**config.mk**
```make
export PLATFORM = sky130hd
export DESIGN_NAME = lru_register_cache_writeback_flat
export DESIGN_NICKNAME = d
export VERILOG_FILES = /design/src/rtl/core/lrc_pkg.sv /design/src/rtl/core/lrc_if.sv /design/src/rtl/core/lrc_ctrl.sv /design/src/rtl/core/lrc_datapath.sv /design/src/rtl/core/lru_register_cache_writeback.sv /design/src/flat_wrapper.sv
export SDC_FILE = /design/constraint.sdc
export NUM_CORES = 1
export LEC_CHECK = 0
export BUFFER_PORTS_ARGS = -buffer_cell sky130_fd_sc_hd__clkbuf_2
export CAP_MARGIN = 25
export CORE_MARGIN = 2
export CORE_UTILIZATION = 35
export CTS_CLUSTER_SIZE = 24
export DETAILED_ROUTE_END_ITERATION = 10
export PLACE_DENSITY_LB_ADDON = 0.1
export SYNTH_ARGS = -nofsm -noshare
export SYNTH_HDL_FRONTEND = slang
export SYNTH_HIERARCHICAL = 1
export SYNTH_SLANG_ARGS = --single-unit
```
**constraint.sdc**
```tcl
create_clock -name i_clk -period 5.1 [get_ports i_clk]
set_input_delay 0.255 -clock i_clk [delete_from_list [all_inputs] [get_ports i_clk]]
set_output_delay 0.255 -clock i_clk [all_outputs]
set_load 0.005 [all_outputs]
```
**src/rtl/core/lrc_pkg.sv**
```systemverilog
// Shared constants, types and controller/datapath links for the register cache.
// No dependencies; compiled first.
`default_nettype none

package lrc_pkg;

    localparam int NUM_REGS    = 8;
    localparam int KEY_WIDTH   = 16;
    localparam int IDX_W       = $clog2(NUM_REGS);
    localparam int CNT_W       = $clog2(NUM_REGS + 1);

    // fixed field widths of the channels
    localparam int KEY_FIELD_W = 16;
    localparam int RIDX_W      = 4;
    localparam int WREG_W      = 3;

    localparam logic OP_ALLOC  = 1'b0;
    localparam logic OP_FLUSH  = 1'b1;

    typedef logic [KEY_WIDTH-1:0] t_key;
    typedef logic [IDX_W-1:0]     t_idx;
    typedef logic [CNT_W-1:0]     t_cnt;

    typedef struct packed {
        logic accept;
        logic exec;
    } t_dp_cmd;

    typedef struct packed {
        logic produce;
        logic out_last;
    } t_dp_stat;

endpackage

`default_nettype wire

```
**src/rtl/core/lrc_if.sv**
```systemverilog
// Request and response channel interfaces (valid/ready with payload).
// Depends on lrc_pkg.
`default_nettype none

interface lrc_req_if import lrc_pkg::*; ();
    logic                   valid;
    logic                   ready;
    logic                   operation;
    logic [KEY_FIELD_W-1:0] key;
    logic                   return_slot;
    logic                   mark_dirty;

    modport source (output valid, operation, key, return_slot, mark_dirty, input ready);
    modport sink   (input valid, operation, key, return_slot, mark_dirty, output ready);
endinterface

interface lrc_rsp_if import lrc_pkg::*; ();
    logic                   valid;
    logic                   ready;
    logic [RIDX_W-1:0]      reg_index;
    logic                   hit;
    logic                   need_load;
    logic                   need_writeback;
    logic [KEY_FIELD_W-1:0] writeback_key;
    logic [WREG_W-1:0]      writeback_reg;
    logic                   last;

    modport source (output valid, reg_index, hit, need_load, need_writeback,
                    writeback_key, writeback_reg, last, input ready);
    modport sink   (input valid, reg_index, hit, need_load, need_writeback,
                    writeback_key, writeback_reg, last, output ready);
endinterface

`default_nettype wire

```
**src/rtl/core/lrc_ctrl.sv**
```systemverilog
// Register cache sequencer: accept, execute steps, present any results.
// Depends on lrc_pkg.
`default_nettype none

module lrc_ctrl import lrc_pkg::*; (
    input  wire logic     i_clk,
    input  wire logic     i_rst_n,
    input  wire logic     i_in_valid,
    output logic          o_in_ready,
    input  wire logic     i_out_ready,
    output logic          o_out_valid,
    input  wire t_dp_stat i_stat,
    output t_dp_cmd       o_cmd
);

    localparam logic [1:0] S_IDLE = 2'd0;
    localparam logic [1:0] S_EXEC = 2'd1;
    localparam logic [1:0] S_OUT  = 2'd2;

    logic [1:0] r_state;
    logic [1:0] n_state;
    logic       exec;

    always_comb begin
        n_state     = r_state;
        o_in_ready  = 1'b0;
        o_out_valid = 1'b0;
        exec        = 1'b0;
        case (r_state)
            S_IDLE: begin
                o_in_ready = 1'b1;
                if (i_in_valid) begin
                    n_state = S_EXEC;
                end
            end
            S_EXEC: begin
                exec    = 1'b1;
                n_state = i_stat.produce ? S_OUT : S_IDLE;
            end
            S_OUT: begin
                o_out_valid = 1'b1;
                o_in_ready  = i_out_ready && i_stat.out_last;
                if (i_out_ready) begin
                    if (!i_stat.out_last) begin
                        n_state = S_EXEC;
                    end else if (i_in_valid) begin
                        n_state = S_EXEC;
                    end else begin
                        n_state = S_IDLE;
                    end
                end
            end
            default: begin
                n_state = S_IDLE;
            end
        endcase
    end

    assign o_cmd.accept = i_in_valid && o_in_ready;
    assign o_cmd.exec   = exec;

    always_ff @(posedge i_clk) begin
        if (!i_rst_n) begin
            r_state <= S_IDLE;
        end else begin
            r_state <= n_state;
        end
    end

    a_exec_single: assert property (@(posedge i_clk) disable iff (!i_rst_n)
        (r_state == S_EXEC) |=> (r_state != S_EXEC))
        else $error("execute step repeated");

    a_out_hold: assert property (@(posedge i_clk) disable iff (!i_rst_n)
        (r_state == S_OUT && !i_out_ready) |=> (r_state == S_OUT))
        else $error("result dropped while stalled");

    a_no_accept_exec: assert property (@(posedge i_clk) disable iff (!i_rst_n)
        (r_state == S_EXEC) |-> !o_in_ready)
        else $error("request accepted during execute step");

endmodule

`default_nettype wire

```
**src/rtl/core/lrc_datapath.sv**
```systemverilog
// Register cache datapath: recency-ordered entries, lookup, replacement,
// flush walk and the result register. Depends on lrc_pkg.
`default_nettype none

module lrc_datapath import lrc_pkg::*; (
    input  wire logic                   i_clk,
    input  wire logic                   i_rst_n,
    input  wire t_dp_cmd                i_cmd,
    output t_dp_stat                    o_stat,
    input  wire logic                   i_operation,
    input  wire logic [KEY_FIELD_W-1:0] i_key,
    input  wire logic                   i_return_slot,
    input  wire logic                   i_mark_dirty,
    output logic [RIDX_W-1:0]           o_reg_index,
    output logic                        o_hit,
    output logic                        o_need_load,
    output logic                        o_need_writeback,
    output logic [KEY_FIELD_W-1:0]      o_writeback_key,
    output logic [WREG_W-1:0]           o_writeback_reg,
    output logic                        o_last
);

    // latched request
    logic r_op;
    t_key r_key;
    logic r_ret;
    logic r_mark;
    t_cnt r_walk;

    // entries, slot 0 most recent
    t_key                r_ekey [NUM_REGS];
    t_idx                r_ereg [NUM_REGS];
    logic [NUM_REGS-1:0] r_dirty;
    logic [NUM_REGS-1:0] r_in_use;
    t_cnt                r_count;

    // result register
    logic [RIDX_W-1:0]      r_o_reg_index, n_o_reg_index;
    logic                   r_o_hit, n_o_hit;
    logic                   r_o_load, n_o_load;
    logic                   r_o_wb, n_o_wb;
    logic [KEY_FIELD_W-1:0] r_o_wkey, n_o_wkey;
    logic [WREG_W-1:0]      r_o_wreg, n_o_wreg;
    logic                   r_o_last, n_o_last;

    logic [NUM_REGS-1:0] valid;
    logic [NUM_REGS-1:0] match;
    logic [NUM_REGS-1:0] dv;
    logic                hit;
    t_idx                hit_pos;
    t_idx                free_reg;
    logic                full;
    logic                found;
    t_idx                fpos;
    logic                more;
    logic                f_last;
    t_idx                pos;
    t_idx                rd_idx;
    t_key                rd_key;
    t_idx                rd_reg;
    logic                rd_dirty;
    logic                is_flush;
    logic                alloc_upd;
    logic                insert;
    logic                clear;

    always_comb begin
        hit      = 1'b0;
        hit_pos  = '0;
        free_reg = '0;
        found    = 1'b0;
        fpos     = '0;
        more     = 1'b0;
        for (int i = NUM_REGS - 1; i >= 0; i--) begin
            valid[i] = CNT_W'(i) < r_count;
            match[i] = valid[i] && (r_ekey[i] == r_key);
            dv[i]    = r_dirty[i] && valid[i] && (CNT_W'(i) >= r_walk);
            if (match[i]) begin
                hit     = 1'b1;
                hit_pos = IDX_W'(i);
            end
            if (!r_in_use[i]) begin
                free_reg = IDX_W'(i);
            end
            if (dv[i]) begin
                found = 1'b1;
                fpos  = IDX_W'(i);
            end
        end
        for (int i = 0; i < NUM_REGS; i++) begin
            if (dv[i] && (IDX_W'(i) > fpos)) begin
                more = 1'b1;
            end
        end
    end

    assign full      = (r_count == CNT_W'(NUM_REGS));
    assign f_last    = found && !more;
    assign is_flush  = (r_op == OP_FLUSH);
    assign pos       = hit ? hit_pos : (full ? IDX_W'(NUM_REGS - 1) : r_count[IDX_W-1:0]);
    assign rd_idx    = is_flush ? fpos : pos;
    assign rd_key    = r_ekey[rd_idx];
    assign rd_reg    = r_ereg[rd_idx];
    assign rd_dirty  = r_dirty[rd_idx];
    assign alloc_upd = i_cmd.exec && !is_flush && !r_ret;
    assign insert    = alloc_upd && !hit && !full;
    assign clear     = i_cmd.exec && is_flush && (!found || f_last);

    assign o_stat.produce  = is_flush ? found : 1'b1;
    assign o_stat.out_last = r_o_last;

    always_comb begin
        n_o_reg_index = '0;
        n_o_hit       = 1'b0;
        n_o_load      = 1'b0;
        n_o_wb        = 1'b0;
        n_o_wkey      = '0;
        n_o_wreg      = '0;
        n_o_last      = 1'b1;
        if (is_flush) begin
            n_o_wb   = 1'b1;
            n_o_wkey = KEY_FIELD_W'(rd_key);
            n_o_wreg = WREG_W'(rd_reg);
            n_o_last = f_last;
        end else if (r_ret) begin
            n_o_reg_index = RIDX_W'(NUM_REGS);
        end else if (hit) begin
            n_o_reg_index = RIDX_W'(rd_reg);
            n_o_hit       = 1'b1;
        end else if (!full) begin
            n_o_reg_index = RIDX_W'(free_reg);
            n_o_load      = 1'b1;
        end else begin
            n_o_reg_index = RIDX_W'(rd_reg);
            n_o_load      = 1'b1;
            n_o_wb        = rd_dirty;
            n_o_wkey      = rd_dirty ? KEY_FIELD_W'(rd_key) : '0;
            n_o_wreg      = rd_dirty ? WREG_W'(rd_reg) : '0;
        end
    end

    // payload registers
    always_ff @(posedge i_clk) begin
        if (i_cmd.accept) begin
            r_op   <= i_operation;
            r_key  <= KEY_WIDTH'(i_key);
            r_ret  <= i_return_slot;
            r_mark <= i_mark_dirty;
        end
        if (i_cmd.accept) begin
            r_walk <= '0;
        end else if (i_cmd.exec && is_flush && found) begin
            r_walk <= CNT_W'(fpos) + CNT_W'(1);
        end
        if (alloc_upd) begin
            for (int i = 1; i < NUM_REGS; i++) begin
                if (IDX_W'(i) <= pos) begin
                    r_ekey[i] <= r_ekey[i-1];
                    r_ereg[i] <= r_ereg[i-1];
                end
            end
            r_ekey[0] <= hit ? rd_key : r_key;
            r_ereg[0] <= (hit || full) ? rd_reg : free_reg;
        end
        if (i_cmd.exec && o_stat.produce) begin
            r_o_reg_index <= n_o_reg_index;
            r_o_hit       <= n_o_hit;
            r_o_load      <= n_o_load;
            r_o_wb        <= n_o_wb;
            r_o_wkey      <= n_o_wkey;
            r_o_wreg      <= n_o_wreg;
        end
    end

    // occupancy and dirty marks
    always_ff @(posedge i_clk) begin
        if (!i_rst_n) begin
            r_dirty  <= '0;
            r_in_use <= '0;
            r_count  <= '0;
            r_o_last <= 1'b0;
        end else begin
            if (i_cmd.exec && o_stat.produce) begin
                r_o_last <= n_o_last;
            end
            if (clear) begin
                r_dirty  <= '0;
                r_in_use <= '0;
                r_count  <= '0;
            end else if (alloc_upd) begin
                for (int i = 1; i < NUM_REGS; i++) begin
                    if (IDX_W'(i) <= pos) begin
                        r_dirty[i] <= r_dirty[i-1];
                    end
                end
                r_dirty[0] <= hit ? (rd_dirty | r_mark) : r_mark;
                if (insert) begin
                    r_in_use[free_reg] <= 1'b1;
                    r_count            <= r_count + CNT_W'(1);
                end
            end
        end
    end

    assign o_reg_index      = r_o_reg_index;
    assign o_hit            = r_o_hit;
    assign o_need_load      = r_o_load;
    assign o_need_writeback = r_o_wb;
    assign o_writeback_key  = r_o_wkey;
    assign o_writeback_reg  = r_o_wreg;
    assign o_last           = r_o_last;

    a_count_max: assert property (@(posedge i_clk) disable iff (!i_rst_n)
        r_count <= CNT_W'(NUM_REGS))
        else $error("resident count out of range");

    a_count_use: assert property (@(posedge i_clk) disable iff (!i_rst_n)
        $countones(r_in_use) == int'(r_count))
        else $error("register use map disagrees with resident count");

    a_alloc_resident: assert property (@(posedge i_clk) disable iff (!i_rst_n)
        alloc_upd |=> (r_count != '0))
        else $error("allocation left the store empty");

endmodule

`default_nettype wire

```
**src/rtl/core/lru_register_cache_writeback.sv**
```systemverilog
// Top level of the eight-entry LRU register cache with write-back.
// Depends on lrc_pkg, lrc_if, lrc_ctrl, lrc_datapath.
//
// channel  dir  modport  payload
// i_req    in   sink     operation, key, return_slot, mark_dirty
// o_rsp    out  source   reg_index, hit, need_load, need_writeback,
//                        writeback_key, writeback_reg, last
//
// Allocate and return-slot requests each take one execute step (for an
// allocate, the compare and recency update), then the result register; the
// next request is taken in the cycle the result transfers. A flush takes one
// execute step and one result per dirty entry; when none is dirty it takes
// one execute step and presents no result.
// Reset is synchronous and clears occupancy and dirty marks; entry keys and
// registers are not cleared. A stalled result holds in the output register.
`default_nettype none

module lru_register_cache_writeback import lrc_pkg::*; (
    input  wire logic  i_clk,
    input  wire logic  i_rst_n,
    lrc_req_if.sink    i_req,
    lrc_rsp_if.source  o_rsp
);

    t_dp_cmd  cmd;
    t_dp_stat stat;

    lrc_ctrl u_ctrl (
        .i_clk       (i_clk),
        .i_rst_n     (i_rst_n),
        .i_in_valid  (i_req.valid),
        .o_in_ready  (i_req.ready),
        .i_out_ready (o_rsp.ready),
        .o_out_valid (o_rsp.valid),
        .i_stat      (stat),
        .o_cmd       (cmd)
    );

    lrc_datapath u_datapath (
        .i_clk            (i_clk),
        .i_rst_n          (i_rst_n),
        .i_cmd            (cmd),
        .o_stat           (stat),
        .i_operation      (i_req.operation),
        .i_key            (i_req.key),
        .i_return_slot    (i_req.return_slot),
        .i_mark_dirty     (i_req.mark_dirty),
        .o_reg_index      (o_rsp.reg_index),
        .o_hit            (o_rsp.hit),
        .o_need_load      (o_rsp.need_load),
        .o_need_writeback (o_rsp.need_writeback),
        .o_writeback_key  (o_rsp.writeback_key),
        .o_writeback_reg  (o_rsp.writeback_reg),
        .o_last           (o_rsp.last)
    );

endmodule

`default_nettype wire
```
**src/flat_wrapper.sv**
```systemverilog
// flat-port wrapper written by rule: the top's interface ports become plain ports
module lru_register_cache_writeback_flat import lrc_pkg::*;
  (i_clk, i_rst_n, i_req_valid, i_req_operation, i_req_key, i_req_return_slot, i_req_mark_dirty, i_req_ready, o_rsp_valid, o_rsp_reg_index, o_rsp_hit, o_rsp_need_load, o_rsp_need_writeback, o_rsp_writeback_key, o_rsp_writeback_reg, o_rsp_last, o_rsp_ready);
  lrc_req_if i_req_i ();
  lrc_rsp_if o_rsp_i ();
  input  wire logic i_clk;
  input  wire logic i_rst_n;
  input wire logic [$bits(i_req_i.valid)-1:0] i_req_valid;
  input wire logic [$bits(i_req_i.operation)-1:0] i_req_operation;
  input wire logic [$bits(i_req_i.key)-1:0] i_req_key;
  input wire logic [$bits(i_req_i.return_slot)-1:0] i_req_return_slot;
  input wire logic [$bits(i_req_i.mark_dirty)-1:0] i_req_mark_dirty;
  output wire logic [$bits(i_req_i.ready)-1:0] i_req_ready;
  output wire logic [$bits(o_rsp_i.valid)-1:0] o_rsp_valid;
  output wire logic [$bits(o_rsp_i.reg_index)-1:0] o_rsp_reg_index;
  output wire logic [$bits(o_rsp_i.hit)-1:0] o_rsp_hit;
  output wire logic [$bits(o_rsp_i.need_load)-1:0] o_rsp_need_load;
  output wire logic [$bits(o_rsp_i.need_writeback)-1:0] o_rsp_need_writeback;
  output wire logic [$bits(o_rsp_i.writeback_key)-1:0] o_rsp_writeback_key;
  output wire logic [$bits(o_rsp_i.writeback_reg)-1:0] o_rsp_writeback_reg;
  output wire logic [$bits(o_rsp_i.last)-1:0] o_rsp_last;
  input wire logic [$bits(o_rsp_i.ready)-1:0] o_rsp_ready;
  assign i_req_i.valid = i_req_valid;
  assign i_req_i.operation = i_req_operation;
  assign i_req_i.key = i_req_key;
  assign i_req_i.return_slot = i_req_return_slot;
  assign i_req_i.mark_dirty = i_req_mark_dirty;
  assign i_req_ready = i_req_i.ready;
  assign o_rsp_valid = o_rsp_i.valid;
  assign o_rsp_reg_index = o_rsp_i.reg_index;
  assign o_rsp_hit = o_rsp_i.hit;
  assign o_rsp_need_load = o_rsp_i.need_load;
  assign o_rsp_need_writeback = o_rsp_i.need_writeback;
  assign o_rsp_writeback_key = o_rsp_i.writeback_key;
  assign o_rsp_writeback_reg = o_rsp_i.writeback_reg;
  assign o_rsp_last = o_rsp_i.last;
  assign o_rsp_i.ready = o_rsp_ready;
  lru_register_cache_writeback u_core (.i_clk(i_clk), .i_rst_n(i_rst_n), .i_req(i_req_i), .o_rsp(o_rsp_i));
endmodule
```
## Word-level counts from Yosys, hierarchy flattened

Memories as Yosys holds them, arrays and structs flattened.
Index checks and enable logic that the tools add are counted.

| word-level totals | value |
|---|---|
| memories kept | 2 |
| flip-flop bits (word level) | 72 |
| logic and storage cells | 252 |
| output and inout port bits | 29 |
| memory bits (writable) | 152 |

Memory list:

| name | words | bits a word | read ports | clocked after Yosys merged registers in | wr ports | line | RTL |
|---|---|---|---|---|---|---|---|
| u_core.u_datapath.r_ekey | 8 | 16 | 9 | 0 | 8 | lrc_datapath.sv:31 | `t_key r_ekey [NUM_REGS];` |
| u_core.u_datapath.r_ereg | 8 | 3 | 8 | 0 | 8 | lrc_datapath.sv:32 | `t_idx r_ereg [NUM_REGS];` |

| operators by class | value |
|---|---|
| order comparisons | 34 |
| $add $sub $neg | 2 |
| reduce and logical (&&, ||, !) cells | 64 |
| eq/ne operators | 13 |
| bitwise gates (word level) | 3 |
| multiplexer cells | 110 |

Operator list:

| kind | count |
|---|---|
| 16-bit equality test | 8 |
| 3-bit 2-to-1 mux | 35 |
| 16-bit 2-to-1 mux | 6 |
| 1-bit 2-to-1 mux | 61 |
| 1-bit logical AND | 44 |
| 2-bit AND reduction | 9 |
| 3-bit by 4-bit >= comparator with 1-bit output (first input constant) | 4 |
| 3-bit by 4-bit less-than comparator with 1-bit output (first input constant) | 4 |
| 3-bit > comparator (first input constant) | 4 |
| 3-bit <= comparator (first input constant) | 4 |
| 1-bit by 4-bit >= comparator with 1-bit output (first input constant) | 2 |
| 2-bit by 4-bit >= comparator with 1-bit output (first input constant) | 2 |
| 1-bit by 4-bit less-than comparator with 1-bit output (first input constant) | 2 |
| 2-bit by 4-bit less-than comparator with 1-bit output (first input constant) | 2 |
| 3-bit by 4-bit less-than comparator with 1-bit output (second input constant) | 2 |
| 8-bit bitwise OR | 1 |
| 1-bit by 3-bit > comparator with 1-bit output (first input constant) | 2 |
| 2-bit by 3-bit > comparator with 1-bit output (first input constant) | 2 |
| 2-bit by 3-bit <= comparator with 1-bit output (first input constant) | 2 |
| 1-bit logical NOT | 6 |
| 2-bit 2-to-1 mux | 3 |
| 2-bit case mux with 3 select lines | 1 |
| 3-bit by 1-bit adder with 4-bit output (second input constant) | 1 |
| 4-bit by 1-bit adder with 4-bit output (second input constant) | 1 |
| other kinds (15) | 18 |

## Longest topological paths before layout

Gate-level depths: netlist of the first run.

| logic depth | value |
|---|---|
| depth after elaboration | 26 |
| gate-level depth with buffers | 17 |
| gate-level depth less buffers | 16 |

## Cells and area by module

The synthesis of the first run kept the hierarchy.

Modules (own cells, without submodules):

| module | times used | cells an instance | area an instance (um^2) | sequential area each (um^2) |
|---|---|---|---|---|
| lrc_datapath | 1 | 872 | 11223.3 | 6416.2 |
| lrc_ctrl | 1 | 14 | 125.1 | 40.0 |

## Least setup slack after synthesis of the first run

No wires, ideal clock.

| timing | value |
|---|---|
| kind | flip-flop to flip-flop |
| from | register u_core.u_datapath.r_key[8] |
| to | register u_core.u_datapath.r_dirty[3] |
| path buffers | 1 |
| setup time | 128 ps |
| arrival time | 4807 ps |
| data required time | 4972 ps |
| slack | 166 ps |
| cell stages (with the launch flop) | 12 |
| path through | edfxtp_1 buf_6 xor2_1 or4_1 or4_1 o22ai_2 nor2_2 a211o_1 a21oi_1 a21boi_1 mux2i_1 nor2_1 |

| between the ends | value |
|---|---|
| longest elaborated chain between the ends | 13 |
| elaborated cells on any way between the ends | 35 |
| those cells by class | order compare: 1; eq/ne: 8; mux: 17; reduce/logical: 9 |

RTL lines:

| what | line | RTL |
|---|---|---|
| from (decl) | lrc_datapath.sv:25 | `t_key r_key;` |
| from (signal assigned) | lrc_datapath.sv:146 | `r_key <= KEY_WIDTH'(i_key);` |
| 16-bit equality test | lrc_datapath.sv:76 | `match[i] = valid[i] && (r_ekey[i] == r_key);` |
| 1-bit logical AND | lrc_datapath.sv:76 |  |
| 3-bit 2-to-1 mux / 1-bit 2-to-1 mux (equally long branches) (8 in a row) | lrc_datapath.sv:78 | `if (match[i]) begin` |
| 3-bit 2-to-1 mux * | lrc_datapath.sv:100 | `assign pos = hit ? hit_pos : (full ? IDX_W'(NUM_REGS - 1) : r_count[IDX_W-1:0]);` |
| 2-bit by 3-bit <= comparator with 1-bit output * | lrc_datapath.sv:192 | `if (IDX_W'(i) <= pos) begin` |
| 2-bit AND reduction (no source line) * | - |  |
| to (signal, indexed assignment) | lrc_datapath.sv:193 | `r_dirty[i] <= r_dirty[i-1];` |
| to (decl) | lrc_datapath.sv:33 | `logic [NUM_REGS-1:0] r_dirty;` |

Every way passes the cells marked *; elsewhere a longest branch is shown, timed or not.
A chain may end at the register's enable or synchronous reset.

==> results.sh, run 1 <==
export IMPL_wire_per_inst_um=25.3
export IMPL_total_power_mw=4.25
export IMPL_cp_start_kind="register"
export IMPL_placed_area_sq_mm=0.0121
export IMPL_clkTransAtPathRegs_ns=0.06
export IMPL_crit_fanout=28
export IMPL_diodes=0
export IMPL_grt_antenna_before_repair=0
export IMPL_finalMaxSlewViolations=0
export IMPL_synth_area_top_cells="edfxtp_1 52%, mux2i_1 6.1%, xor2_1 5.3%"
export IMPL_cts_resized=0
export IMPL_drive_above_1_share_pct=17.4
export IMPL_path_class="register to register"
export IMPL_syn_area_sq_mm=0.0113
export IMPL_synthTopCellsByCount="197 x edfxtp_1, 71 x nor2_1, 69 x mux2i_1, 69 x xor2_1, 62 x xnor2_1"
export IMPL_final_min_clock_period_ns=4.68
export IMPL_cts_sinks=224
export IMPL_yosysWarnings=6
export IMPL_highest_layer="met4"
export IMPL_yosys_register_bits=224
export IMPL_ys_async_sr_fraction_pct=0
export IMPL_yosysUniqueCellTypes=73
export IMPL_hold_slack_ns=0.0652
export IMPL_vdd_drop_max_uv=260
export IMPL_clockBufferDepth=3
export IMPL_grt_max_degree=29
export IMPL_setup_slack_ns=0.424
export IMPL_largest_register="u_core/u_datapath/r_ekey"
export IMPL_area_growth_pct=16.6
export IMPL_arrival_ns=4.96
export IMPL_worst_ep_required_time_ns=5.38
export IMPL_p_leak_nw=4.88
export IMPL_drtAntennaViolNets=0
export IMPL_wl_met3_um=2020
export IMPL_syn_nets=915
export IMPL_layoutNonFillerInstCount=1395
export IMPL_fmax_mhz=214
export IMPL_grt_pass1_wl_um=51700
export IMPL_io_pins=52
export IMPL_power_density_mw_per_mm2=321
export IMPL_start_util_pct=35.8
export IMPL_p_int_mw=3.31
export IMPL_cts_tree="done"
export IMPL_drc=0
export IMPL_synth_edff_count=197
export IMPL_ff2ff_path_depth=13
export IMPL_syn_avg_cell_area_sq_um=12.8
export IMPL_tightest_slew_ns=0.764
export IMPL_die_h_um=184
export IMPL_drtIter0Drc=523
export IMPL_core_area_sq_mm=0.0317
export IMPL_synth_ff_type="edfxtp_1"
export IMPL_htree_num_levels=1
export IMPL_routed_wl_um=35300
export IMPL_die_width_um=184
export IMPL_yosysTopAreaCellShare_pct=52.1
export IMPL_min_period_over_period_pct=91.7
export IMPL_p_seq_share_pct=48.2
export IMPL_whs_path_depth=3
export IMPL_clkPwrFrac_pct=46.6
export IMPL_worst_setup_path_end_kind="register"
export IMPL_final_core_util_pct=41.7
export IMPL_synth_seq_area_share_pct=56.9
export IMPL_wl_met2_um=16700
export IMPL_grt_pass1_vias=7707
export IMPL_netlist_instances=886
export IMPL_switching_share_pct=22.2
export IMPL_dp_worst_setup_slack_ns=0.518
export IMPL_relSlewSlack_pct=48.3
export IMPL_top_regs="u_core/u_datapath/r_ekey x128, u_core/u_datapath/r_ereg x24"
export IMPL_die_area_sq_mm=0.0339
export IMPL_viasPerCell=5.41
export IMPL_rsz0062_at_grt="false"
export IMPL_finalNetCount=1004
export IMPL_p_switching_mw=0.942
export IMPL_vias=7552
export IMPL_cts_setup_buffers=0
export IMPL_overflow=0
export IMPL_cts_made_buffers=27
export IMPL_post_dp_hpwl_um=25600
export IMPL_port_buffers=51
export IMPL_hold_class="primary input to register"
export IMPL_post_place_cells=1327
export IMPL_drv_cap=0
export IMPL_comb_power_share_pct=5.1
export IMPL_final_setup_tns_ns=0
export IMPL_gp_congestion=0.923
export IMPL_finalHoldViolations=0
export IMPL_grt_use_total_pct=21.1
export IMPL_synth_top_cell_by_area="edfxtp_1"
export IMPL_rows=65
export IMPL_fillCellCount=3006
export IMPL_final_area_sq_mm=0.0132
export IMPL_met1_length_um=15300
export IMPL_status="finished clean"
export IMPL_worstSkewPairLatency_ns=0.54
export IMPL_cts_root_buf="clkbuf_16"
export IMPL_setup_viol=0
export IMPL_skew_ns=0.0203
export IMPL_largest_reg_flops=128
export IMPL_yosysMostFrequentCell="edfxtp_1"
export IMPL_dr_pass1_iters=7
## routing by layer
metal / global-route usage, % / vias to the layer above
li1: - / 3493
met5: 0 / -
met1: 28.2 / 3746
met4: 6.91 / 0
met2: 35.2 / 258
met3: 2.97 / 55
## layout make-up
cell class | instances | area [sq um] | area share (%)
Timing Repair Buffer | 103 | 743 | 5.62
Inverter | 18 | 67.6 | 0.510
Tap cell | 402 | 503 | 3.80
Clock inverter | 18 | 213 | 1.61
Multi-Input combinational cell | 601 | 4570 | 34.5
Clock buffer | 29 | 683 | 5.16
Sequential cell | 224 | 6460 | 48.8
## layout by cell type (no fill, tap or decap), types with 14 or more instances in the layout
master / n
a211oi_2: 16
a21oi_1: 14
a22o_1: 16
buf_4: 28
clkbuf_16: 27
clkbuf_2: 51
dfxtp_1: 27
dlygate4sd3_1: 21
edfxtp_1: 197
inv_1: 17
mux2_1: 20
mux2_2: 16
mux2i_1: 69
nand2_1: 36
nand3_1: 16
nand4_1: 29
nor2_1: 70
nor2b_1: 22
nor3_1: 16
nor4_1: 21
xnor2_1: 62
xor2_1: 69
## kinds of logic after synthesis
logic type,Yosys count,synth area share [%]
AOI/OAI and AO/OA,108,7.89
xor gates and xnor gates,131,10.1
adders and majority gates,6,0.662
buffers and inverters,61,3.24
DFF,224,56.9
muxes,105,9.66
and+or+nand+nor,251,11.5
## power groups by stage
stage | Sequential [mW] | Combinational, mW | Clock [mW]
6_report | 2.05 | 0.219 | 1.98
2_1_floorplan | 2.05 | 0.159 | 0
3_5_place_dp | 2.09 | 0.204 | 0
5_1_grt | 2.05 | 0.236 | 2.10
4_1_cts | 2.05 | 0.218 | 2.03
3_3_place_gp | 2.09 | 0.204 | 0
## worst max-delay path, cell delays in order (launching register included)
cell,delay (ns)
edfxtp_1,0.65
xnor2_1,0.40
nand4_1,0.14
or4_1,0.53
a2111oi_1,0.56
nor3_1,0.25
a32o_1,0.31
a21oi_4,0.26
buf_4,0.24
buf_12,0.23
mux2_1,0.35
nor2_1,0.12
a211oi_2,0.06
mux2_2,0.29
## final timing paths
check                                                    start                              end  slack (ns)
worst min-delay path                               o_rsp_ready         u_core/u_ctrl/r_state[1]        0.07
worst max register to register      u_core/u_datapath/r_key[2]  u_core/u_datapath/r_ekey[0][15]        0.42
worst min register to register  u_core/u_datapath/r_ereg[3][0]   u_core/u_datapath/r_ereg[4][0]        0.45
worst max-delay path                u_core/u_datapath/r_key[2]  u_core/u_datapath/r_ekey[0][15]        0.42
## what timing repair did
item | in CTS | in global routing
endpoints found under the hold margin | 21 | 0
hold buffers | 21 | 0
setup endpoints to repair | 0 | 0
(Power assumes the default switching activity.)
==> run 2: changes to the inputs <==
--- a/config.mk
+++ b/config.mk
@@ -7,6 +7,8 @@
 export LEC_CHECK = 0
 export BUFFER_PORTS_ARGS = -buffer_cell sky130_fd_sc_hd__clkbuf_2
 export CAP_MARGIN = 25
+export CELL_PAD_IN_SITES_DETAIL_PLACEMENT = 1
+export CELL_PAD_IN_SITES_GLOBAL_PLACEMENT = 2
 export CORE_MARGIN = 2
 export CORE_UTILIZATION = 35
 export CTS_CLUSTER_SIZE = 24
==> results.sh, run 2 (synthesized netlist as in run 1, its figures left out) <==
export IMPL_path_class="register to register"
export IMPL_drtAntennaViolNets=0
export IMPL_cts_sinks=224
export IMPL_dr_pass1_iters=4
export IMPL_ctsHoldBuffers=19
export IMPL_tightest_slew_ns=1.08
export IMPL_final_common_cell="edfxtp_1"
export IMPL_wire_per_inst_um=27.3
export IMPL_overflow=0
export IMPL_post_place_cells=1317
export IMPL_cts_setup_buffers=0
export IMPL_fmax_mhz=226
export IMPL_finalMaxSlewViolations=0
export IMPL_cts_root_buf="clkbuf_16"
export IMPL_final_min_clock_period_ns=4.42
export IMPL_dp_worst_setup_slack_ns=0.627
export IMPL_die_h_um=184
export IMPL_arrival_ns=4.68
export IMPL_top_regs="u_core/u_datapath/r_ekey x128, u_core/u_datapath/r_ereg x24"
export IMPL_cts_resized=0
export IMPL_routed_wl_um=37800
export IMPL_grt_antenna_before_repair=1
export IMPL_relSlewSlack_pct=27.9
export IMPL_worst_setup_path_end_kind="register"
export IMPL_worstSkewPairLatency_ns=0.54
export IMPL_vdd_drop_max_uv=237
export IMPL_finalNetCount=992
export IMPL_status="finished clean"
export IMPL_start_util_pct=35.8
export IMPL_worst_ep_required_time_ns=5.36
export IMPL_die_width_um=184
export IMPL_cts_made_buffers=27
export IMPL_diodes=0
export IMPL_final_setup_tns_ns=0
export IMPL_setup_viol=0
export IMPL_p_leak_nw=4.78
export IMPL_rows=65
export IMPL_largest_reg_flops=128
export IMPL_gp_congestion=0.874
export IMPL_rsz0062_at_grt="false"
export IMPL_core_area_sq_mm=0.0317
export IMPL_port_buffers=51
export IMPL_io_pins=52
export IMPL_total_power_mw=4.16
export IMPL_largest_register="u_core/u_datapath/r_ekey"
export IMPL_grt_use_total_pct=22.6
export IMPL_vias=7825
export IMPL_drtIter0Drc=664
export IMPL_finalHoldViolations=0
export IMPL_cts_tree="done"
export IMPL_clkTransAtPathRegs_ns=0.06
export IMPL_drive_above_1_share_pct=16.0
export IMPL_layout_common_cells="197 x edfxtp_1, 70 x nor2_1, 69 x xor2_1, 69 x mux2i_1, 62 x xnor2_1"
export IMPL_min_period_over_period_pct=86.6
export IMPL_cp_start_kind="register"
export IMPL_grt_pass1_wl_um=55600
export IMPL_rrSetupSlack_ns=0.68
export IMPL_skew_ns=0.0214
export IMPL_htree_num_levels=1
export IMPL_power_density_mw_per_mm2=318
export IMPL_crit_fanout=20
export IMPL_die_area_sq_mm=0.0339
export IMPL_grt_max_degree=43
export IMPL_drc=0
export IMPL_hold_class="primary input to register"
export IMPL_area_growth_pct=15.4
export IMPL_drv_cap=0
export IMPL_clockBufferDepth=3
export IMPL_post_dp_hpwl_um=27500
export IMPL_setup_slack_ns=0.684
export IMPL_hold_slack_ns=0.0379
export IMPL_viasPerCell=5.65
export IMPL_layoutNonFillerInstCount=1385
export IMPL_grt_pass1_vias=8403
-- run 2: cell count changes in the layout (fill, tap and decap cells not counted), sizes merged --
| cell | previous run | this run |
|---|---|---|
| bufinv | 5 | 3 |
| buf | 31 | 21 |
| clkbuf | 80 | 89 |
| dlygate4sd3 | 21 | 19 |
| clkinv | 12 | 6 |
| clkinvlp | 0 | 1 |
-- run 2: power by group --
part	switching, mW	total [mW]	internal [mW]
sequential	0.0481	2.05	2.00
combinational	0.128	0.221	0.0927
clock	0.760	1.89	1.13
-- run 2: metrics by stage --
stage / util, % / cell area, sq um
2_1_floorplan: - / 11300
3_3_place_gp: 37.9 / 12000
3_5_place_dp: 38.0 / 12100
4_1_cts: 41.3 / 13100
5_1_grt: 41.3 / 13100
6_report: 41.3 / 13100
-- run 2: cell type report --
| cell class | count | area [sq um] |
|---|---|---|
| fill | 3334 | 18600 |
| sequential | 224 | 6460 |
| multi-input combinational | 601 | 4580 |
| clock buffer | 38 | 717 |
| timing repair buffer | 91 | 636 |
| tap | 402 | 503 |
| clock inverter | 11 | 135 |
| inverter | 18 | 67.6 |
-- run 2: final timing paths --
path | from | endpoint | cells past startpoint
max | u_core/u_datapath/r_key[7] | u_core/u_datapath/o_writeback_reg[2] | 13
min | i_rst_n | u_core/u_datapath/o_last | 3
max reg2reg | u_core/u_datapath/r_key[7] | u_core/u_datapath/o_writeback_reg[2] | 13
min reg2reg | u_core/u_datapath/r_ereg[4][0] | u_core/u_datapath/r_ereg[5][0] | 0
-- run 2: routing by layer --
layer | track usage (%) | wire (um)
met3 | 3.23 | 1590
met1 | 28.3 | 15900
met5 | 0 | 16
met4 | 10.4 | 1960
met2 | 38.5 | 18300
-- run 2: worst max-delay path, stage by stage, from the launching register on --
cell       delay, ns
edfxtp_1        0.58
xnor2_1         0.40
nand4_1         0.14
or4_1           0.56
a2111oi_1       0.38
nor3_1          0.22
a32o_1          0.31
a21oi_4         0.17
buf_4           0.31
mux2_1          0.38
o211ai_1        0.18
and2b_1         0.16
buf_4           0.26
nor2_1          0.08
==> run 3: changes to the inputs <==
--- a/config.mk
+++ b/config.mk
@@ -13,8 +13,7 @@
 export CORE_UTILIZATION = 35
 export CTS_CLUSTER_SIZE = 24
 export DETAILED_ROUTE_END_ITERATION = 10
-export PLACE_DENSITY_LB_ADDON = 0.1
+export PLACE_DENSITY = 0.72
 export SYNTH_ARGS = -nofsm -noshare
 export SYNTH_HDL_FRONTEND = slang
-export SYNTH_HIERARCHICAL = 1
 export SYNTH_SLANG_ARGS = --single-unit
==> results.sh, run 3 <==
export IMPL_largest_register="u_core.u_datapath.r_ekey"
export IMPL_grt_antenna_before_repair=0
export IMPL_yosysWarnings=0
export IMPL_yosysMostFrequentCell="edfxtp_1"
export IMPL_grt_use_total_pct=22.6
export IMPL_cts_setup_buffers=0
export IMPL_synth_top_cell_by_area="edfxtp_1"
export IMPL_htree_num_levels=1
export IMPL_post_dp_hpwl_um=26800
export IMPL_tightest_slew_ns=1.05
export IMPL_drtAntennaViolNets=0
export IMPL_cts_sinks=224
export IMPL_fmax_mhz=208
export IMPL_dr_pass1_iters=5
export IMPL_routed_wl_um=38200
export IMPL_clockBufferDepth=3
export IMPL_critPathMostFrequentCell="or4_1"
export IMPL_fillCellCount=3497
export IMPL_drv_cap=0
export IMPL_wire_per_inst_um=25.1
export IMPL_clkTransAtPathRegs_ns=0.06
export IMPL_yosysUniqueCellTypes=71
export IMPL_io_pins=52
export IMPL_p_leak_nw=4.56
export IMPL_port_buffers=51
export IMPL_finalHoldViolations=0
export IMPL_die_width_um=185
export IMPL_hp_start="i_req_valid"
export IMPL_top_regs="u_core.u_datapath.r_ekey x128, u_core.u_datapath.r_ereg x24"
export IMPL_cpLargestDelayFamily="simple AND/OR/NAND/NOR gates"
export IMPL_rr_endpoint="u_core.u_datapath.r_ekey[0][10]"
export IMPL_syn_nets=1019
export IMPL_final_area_sq_mm=0.0133
export IMPL_final_common_cell="edfxtp_1"
export IMPL_p_switching_mw=0.934
export IMPL_cp_start_kind="register"
export IMPL_post_place_cells=1454
export IMPL_synth_area_top_cells="edfxtp_1 51%, o211ai_1 7.4%, xnor2_1 6.8%"
export IMPL_syn_avg_cell_area_sq_um=11.6
export IMPL_rrSetupSlack_ns=0.30
export IMPL_relSlewSlack_pct=30.3
export IMPL_vias=8373
export IMPL_clkPwrFrac_pct=44.3
export IMPL_drc=0
export IMPL_syn_area_sq_mm=0.0115
export IMPL_grt_max_degree=77
export IMPL_r2r_start="u_core.u_datapath.r_key[7]"
export IMPL_ys_async_sr_fraction_pct=0
export IMPL_min_period_over_period_pct=94.1
export IMPL_vdd_drop_max_uv=230
export IMPL_synth_seq_area_share_pct=56.0
export IMPL_comb_power_share_pct=5.7
export IMPL_netlist_instances=990
export IMPL_final_setup_tns_ns=0
export IMPL_grt_pass1_vias=8765
export IMPL_multiInputGateArea_sq_mm=0.00451
export IMPL_hold_class="primary input to register"
export IMPL_cts_made_buffers=26
export IMPL_core_area_sq_mm=0.0325
export IMPL_whs_path_depth=3
export IMPL_skew_ns=0.0215
export IMPL_yosysTopAreaCellShare_pct=51.3
export IMPL_synth_edff_count=197
export IMPL_drive_above_1_share_pct=14.2
export IMPL_seqCellArea_sq_mm=0.00646
export IMPL_total_power_mw=4.10
export IMPL_path_buf_inv=1
export IMPL_placed_area_sq_mm=0.0123
export IMPL_cts_tree="done"
export IMPL_die_area_sq_mm=0.0344
export IMPL_finalMaxSlewViolations=0
export IMPL_grt_pass1_wl_um=57500
export IMPL_path_class="register to register"
export IMPL_gp_congestion=0.860
export IMPL_worstSkewPairLatency_ns=0.53
export IMPL_ff2ff_path_depth=11
export IMPL_crit_chain="xor2_1 > or4_1 > or4_1 > o22ai_2 > nor2b_1 > a32oi_4 > o21a_4 > buf_4 > mux2_1 > o2111ai_1 > o21ai_1"
export IMPL_layoutNonFillerInstCount=1521
export IMPL_switching_share_pct=22.8
export IMPL_synth_ff_type="edfxtp_1"
export IMPL_arrival_ns=5.06
export IMPL_cts_root_buf="clkbuf_16"
export IMPL_layout_common_cells="197 x edfxtp_1, 113 x o211ai_1, 89 x xnor2_1"
export IMPL_overflow=0
export IMPL_status="finished clean"
export IMPL_rows=66
export IMPL_synthTopCellsByCount="197 x edfxtp_1, 113 x o211ai_1, 89 x xnor2_1"
export IMPL_hold_end="u_core.u_ctrl.r_state[0]"
export IMPL_p_seq_share_pct=50.0
export IMPL_slowest_stage="buf_4"
export IMPL_yosys_register_bits=224
export IMPL_area_growth_pct=15.6
export IMPL_start_util_pct=35.5
export IMPL_drtIter0Drc=642
export IMPL_rsz0062_at_grt="false"
export IMPL_power_density_mw_per_mm2=308
export IMPL_largest_reg_flops=128
export IMPL_worst_ep_required_time_ns=5.36
export IMPL_die_h_um=185
export IMPL_cp_slowest_stage_delay_ns=0.77
export IMPL_crit_fanout=76
export IMPL_diodes=0
export IMPL_cts_resized=0
export IMPL_worst_setup_path_end_kind="register"
export IMPL_p_int_mw=3.17
export IMPL_ctsHoldBuffers=20
export IMPL_viasPerCell=5.50
export IMPL_setup_viol=0
export IMPL_finalNetCount=1089
export IMPL_final_min_clock_period_ns=4.80
-- run 3: cell types whose count changed in the layout (fill, tap and decap cells not counted), moves of 21 or more --
cell      previous run  this run
xnor2_1             62        89
nand2_1             36        57
mux2i_1             69         8
o211ai_1             3       113
xor2_1              69        42
inv_1               17        75
-- run 3: how the worst max path moves through the flow --
stage	end	start	cells past startpoint
after global routing	u_core.u_datapath.r_ereg[0][1]	u_core.u_datapath.r_key[7]	11
final	u_core.u_datapath.r_ekey[0][10]	u_core.u_datapath.r_key[7]	11
after detailed placement	u_core.u_datapath.r_ereg[0][1]	u_core.u_datapath.r_key[7]	11
after CTS	u_core.u_datapath.r_ereg[0][1]	u_core.u_datapath.r_key[7]	11
after global placement	u_core.u_datapath.r_ereg[0][1]	u_core.u_datapath.r_key[0]	10
after floorplan	u_core.u_datapath.r_dirty[3]	u_core.u_datapath.r_key[7]	11
-- run 3: worst reg2reg max path, delay by kind of cell, from the launching register on --
kind            cells  cell delay [ns]
compound gates      5             1.07
xor+xnor            1             0.22
buf+inv             1             0.77
flops               1             0.69
mux                 1             0.46
simple gates        3             1.32
-- run 3: cell type report --
cell class | count | area share [%]
flip-flops and latches | 224 | 48.4
multi-input cells | 627 | 33.8
well taps | 442 | 4.15
clock buffers | 36 | 5.32
inverters | 77 | 2.17
repair buffers | 104 | 5.35
clock inverters | 11 | 0.779
-- run 3: through the flow --
step                util (%)  hold WS, ns  worst slack (ns)
detailed placement      38.0        0.434             0.364
CTS                     41.1       0.0479             0.326
global route            41.1        0.106             0.118
finish                  41.1       0.0483             0.303
global placement        37.9        0.430             0.322
floorplan                  -        0.354             0.270
-- run 3: routing by layer --
metal	vias to the layer above	global-route usage (%)	routed length, um
met5	-	0	0
met4	0	5.05	658
met3	39	2.68	1990
met2	255	37.4	18200
met1	4265	31.8	17400
li1	3814	-	-
-- run 3: cell families after synthesis --
group / after synthesis / synth area share, %
and+or+nand+nor: 236 / 10.1
AOI/OAI and AO/OA: 226 / 14.9
DFF: 224 / 56.0
buffers and inverters: 139 / 5.39
xor gates and xnor gates: 131 / 9.95
muxes: 28 / 2.94
adders and majority gates: 6 / 0.651
-- run 3: power groups by stage --
stage	combinational [mW]	clock, mW	sequential, mW
final	0.232	1.82	2.05
after CTS	0.234	1.84	2.05
after floorplan	0.162	0	2.05
after detailed placement	0.221	0	2.09
after global placement	0.220	0	2.09
after global routing	0.252	1.90	2.05
